File: config.mk
export PLATFORM = sky130hd
export DESIGN_NAME = ssqb_ram
export DESIGN_NICKNAME = d
export VERILOG_FILES = /design/src/rtl/ssqb_ram.sv
export SDC_FILE = /design/constraint.sdc
export NUM_CORES = 2
export LEC_CHECK = 0
export ABC_AREA = 1
export BUFFER_PORTS_ARGS = -buffer_cell sky130_fd_sc_hd__buf_2
export CORE_MARGIN = 2
export CORE_UTILIZATION = 65
export DETAILED_ROUTE_END_ITERATION = 8
export MAX_ROUTING_LAYER = met4
export PLACE_DENSITY = 0.81
export SYNTH_ARGS = -nofsm -noshare
export SYNTH_HDL_FRONTEND = slang
export SYNTH_SLANG_ARGS = --single-unit
File: constraint.sdc
create_clock -name clk_i -period 5.6 [get_ports clk_i]
set_input_delay 0.28 -clock clk_i [delete_from_list [all_inputs] [get_ports clk_i]]
set_output_delay 0.28 -clock clk_i [all_outputs]
set_load 0.01 [all_outputs]
File: src/rtl/ssqb_ram.sv
// ----------------------------------------------------------------------------
// ssqb_ram
// generic single-port ram with registered read
// ----------------------------------------------------------------------------
`default_nettype none

module ssqb_ram #(
  parameter int unsigned WIDTH = 8,
  parameter int unsigned DEPTH = 256
) (
  input  wire logic                     clk_i,
  input  wire logic                     we_i,
  input  wire logic [$clog2(DEPTH)-1:0] addr_i,
  input  wire logic [WIDTH-1:0]         wdata_i,
  output logic      [WIDTH-1:0]         rdata_o
);

  logic [WIDTH-1:0] mem [DEPTH];
  logic [WIDTH-1:0] rdata_q;

  always_ff @(posedge clk_i) begin
    if (we_i) begin
      mem[addr_i] <= wdata_i;
    end
    rdata_q <= mem[addr_i];
  end

  assign rdata_o = rdata_q;

endmodule

`default_nettype wire

==> run_results.csv <==
group,metric,value,unit
logic_synthesis,ys_warn_count,0,
placement,place_area,86100,µm²
run,cap_violations,0,
final_layout,postLayoutCoreUtil,71.3,%
global_route,grt_antenna_before_repair,12,
final_layout,final_common_cell,"nand2_1",
logic_synthesis,netlist_instances,8021,
timing,max-slew-margin-rel,24.4,%
die,die_y,365,µm
clock_tree,clkTransAtPathRegs,0.06,ns
pwr,peakVddDrop,0.264,mV
timing,setup_viol,0,
critical_path,slowest_delay,0.48,ns
routing,drt_wl_total,216,mm
clock_tree,postCtsResizedCells,0,
timing,timing.final.ws_setup,2.20,ns
logic_synthesis,syn-cell-area,84900,µm²
global_route,grt_pass1_wl,327,mm
timing,grt_setup_unrepaired,"false",
die,die_w,365,µm
critical_path,path_cells,"buf_8 > inv_8 > buf_12 > nand2_1 > nand2_1 > nand2_1 > nand2_1 > nand2_1 > nand2_1 > o21ai_1 > nand2_1 > nor2_1 > nor2_1 > nor2_1 > nand2_1",
final_layout,fin_area,92400,µm²
die,die_area,133000,µm²
timing,max_freq,0.294,GHz
critical_path,cp.required,6.31,ns
critical_path,slowest_stage,"buf_8",
clock_tree,clockRootBuffer,"clkbuf_16",
timing,drv_slew,0,
logic_synthesis,synth_fp_nets,8039,
logic_synthesis,synth_seq_area_share,72.7,%
global_route,grt_overflow,0,
timing,tightest_slew,1.13,ns
final_layout,n_fill_cell,8377,
die,ios,26,
timing,timing.final.hold_violations,0,
global_route,grt_pass1_vias,56000,
global_route,gr-usage-all-layers,33.7,%
logic_synthesis,synth_cell_type_count,18,
clock_tree,worstSkewPairLatency,0.83,ns
clock_tree,clk_path_buf_depth,3,
die,start_util,65.5,%
clock_tree,hold_buffers,4,
placement,gp_congestion,0.956,
die,rows,132,
timing,final.setup.tns,0,ns
routing,drc,1,
critical_path,cp_data_arrival_time,4.11,ns
pwr,power.density,343,nW/µm²
run_status,status,"complete, but fails checks",
routing,drtIter0Drc,8776,
critical_path,crit_path_frequent_cell,"nand2_1",
logic_synthesis,ys_ff_latch,2056,
logic_synthesis,synth.avg_cell_area,10.6,µm²
clock_tree,clock-sinks,2056,
clock_tree,cts_tree,"built",
run_status,violations,"design-rule violations",
clock_tree,h-tree-depth,4,
placement,place_ws,1.67,ns
routing,ant_nets,0,
placement,io_buffers,25,
clock_tree,postCtsSetupRepairBufs,0,
worst_hold_path,worstHoldPathType,"in -> reg",
final_layout,area_growth,8.86,%
timing,finClkSkew,0.0368,ns
timing,finalCriticalPeriod,3.40,ns
final_layout,drive_gt1_share,4.59,%
global_route,grt_max_degree,201,
critical_path,critPathKind,"in -> reg",
routing,wl_per_cell,22.0,µm
timing,fin_crit_sh,60.7,%
final_layout,mostFrequentLayoutCells,"4770 x nand2_1, 2048 x edfxtp_1, 356 x nor2_1",
critical_path,worstSetupEndpointType,"register",
routing,first_pass_iters,9,
critical_path,cp_max_fo,176,
critical_path,cp-start-kind,"primary input",
clock_tree,cts_buffers,193,
pwr,p_leak,0.0366,µW
die,core-area,129000,µm²
routing,vias_per_cell,5.91,
routing,dr_total_vias,58000,
final_layout,num-nets-final,7911,
placement,dp.final_hpwl,118,mm
[state kept, by name, summed over array words and instances (netlist names)]
name,flops
rdata_o,8
mem,2048
[final cells by class]
class / instances / area, µm² / share of cell area, %
sequential: 2056 / 61700 / 66.7
clock inverter: 114 / 1060 / 1.15
inverter: 35 / 165 / 0.179
multi-input combinational: 5513 / 21200 / 23.0
antenna: 17 / 42.5 / 0.0461
timing repair buffer: 94 / 941 / 1.02
clock buffer: 244 / 5100 / 5.53
tap: 1742 / 2180 / 2.36
[cell usage after synthesis]
master	number	area (µm²)
o21ai_1	119	596
inv_2	2	7.51
dfxtp_1	8	160
buf_6	7	78.8
nand2_1	4770	17900
o21ai_0	41	205
buf_4	6	45.0
buf_1	52	195
nor2_1	361	1360
a21oi_1	32	160
buf_2	182	911
nand3_1	188	941
clkbuf_1	170	638
nand2_4	1	11.3
inv_1	31	116
nor2_8	1	20.0
inv_4	2	12.5
edfxtp_1	2048	61500
[cells by family (layout without fill, tap and decap cells)]
group | count (synthesis) | in the layout | synth area share [%]
AOI/OAI and AO/OA | 192 | 192 | 1.13
buffers and inverters | 452 | 487 | 2.36
DFF | 2056 | 2056 | 72.7
other | 0 | 17 | 0
and+or+nand+nor | 5321 | 5321 | 23.8
[layer usage]
layer,vias to the layer above,GRT usage [%],routed length [µm]
met4,0,15.0,9530
met3,621,7.57,27300
met1,27500,44.1,78000
li1,26100,-,-
met5,-,-,0
met2,3795,51.3,101000
[worst paths after layout]
path / end / slack [ns] / depth (start not counted) / from
worst max-delay path: rdata_o[0] / 2.20 / 15 / addr_i[0]
worst max register to register: rdata_o[0] / 3.21 / 12 / mem[135][0]
worst min register to register: rdata_o[0] / 0.94 / 10 / mem[107][0]
worst min-delay path: mem[96][1] / 0.003 / 1 / wdata_i[1]
[report_power, final]
part	leakage [µW]	internal, µW	switching, µW
Clock	0.00302	7280	5600
Sequential	0.0185	17000	30.9
Combinational	0.0151	374	1400
Total	0.0366	24600	7030
[metrics by stage]
step / hold slack, ns / power, µW / cells
floorplan: 0.379 / 18300 / 8021
global placement: 0.735 / 19000 / 9436
detailed placement: 0.733 / 19000 / 9436
CTS: 0.0204 / 31600 / 9798
global route: 0.0368 / 32400 / 9810
finish: 0.00331 / 31600 / 9815
[critical path: cells and delay by family]
| kind | cells | cell delay [ns] |
|---|---|---|
| buf+inv | 3 | 1.34 |
| compound gates | 1 | 0.23 |
| simple gates | 11 | 1.80 |
No activity file was read; power rests on OpenSTA's default activity.
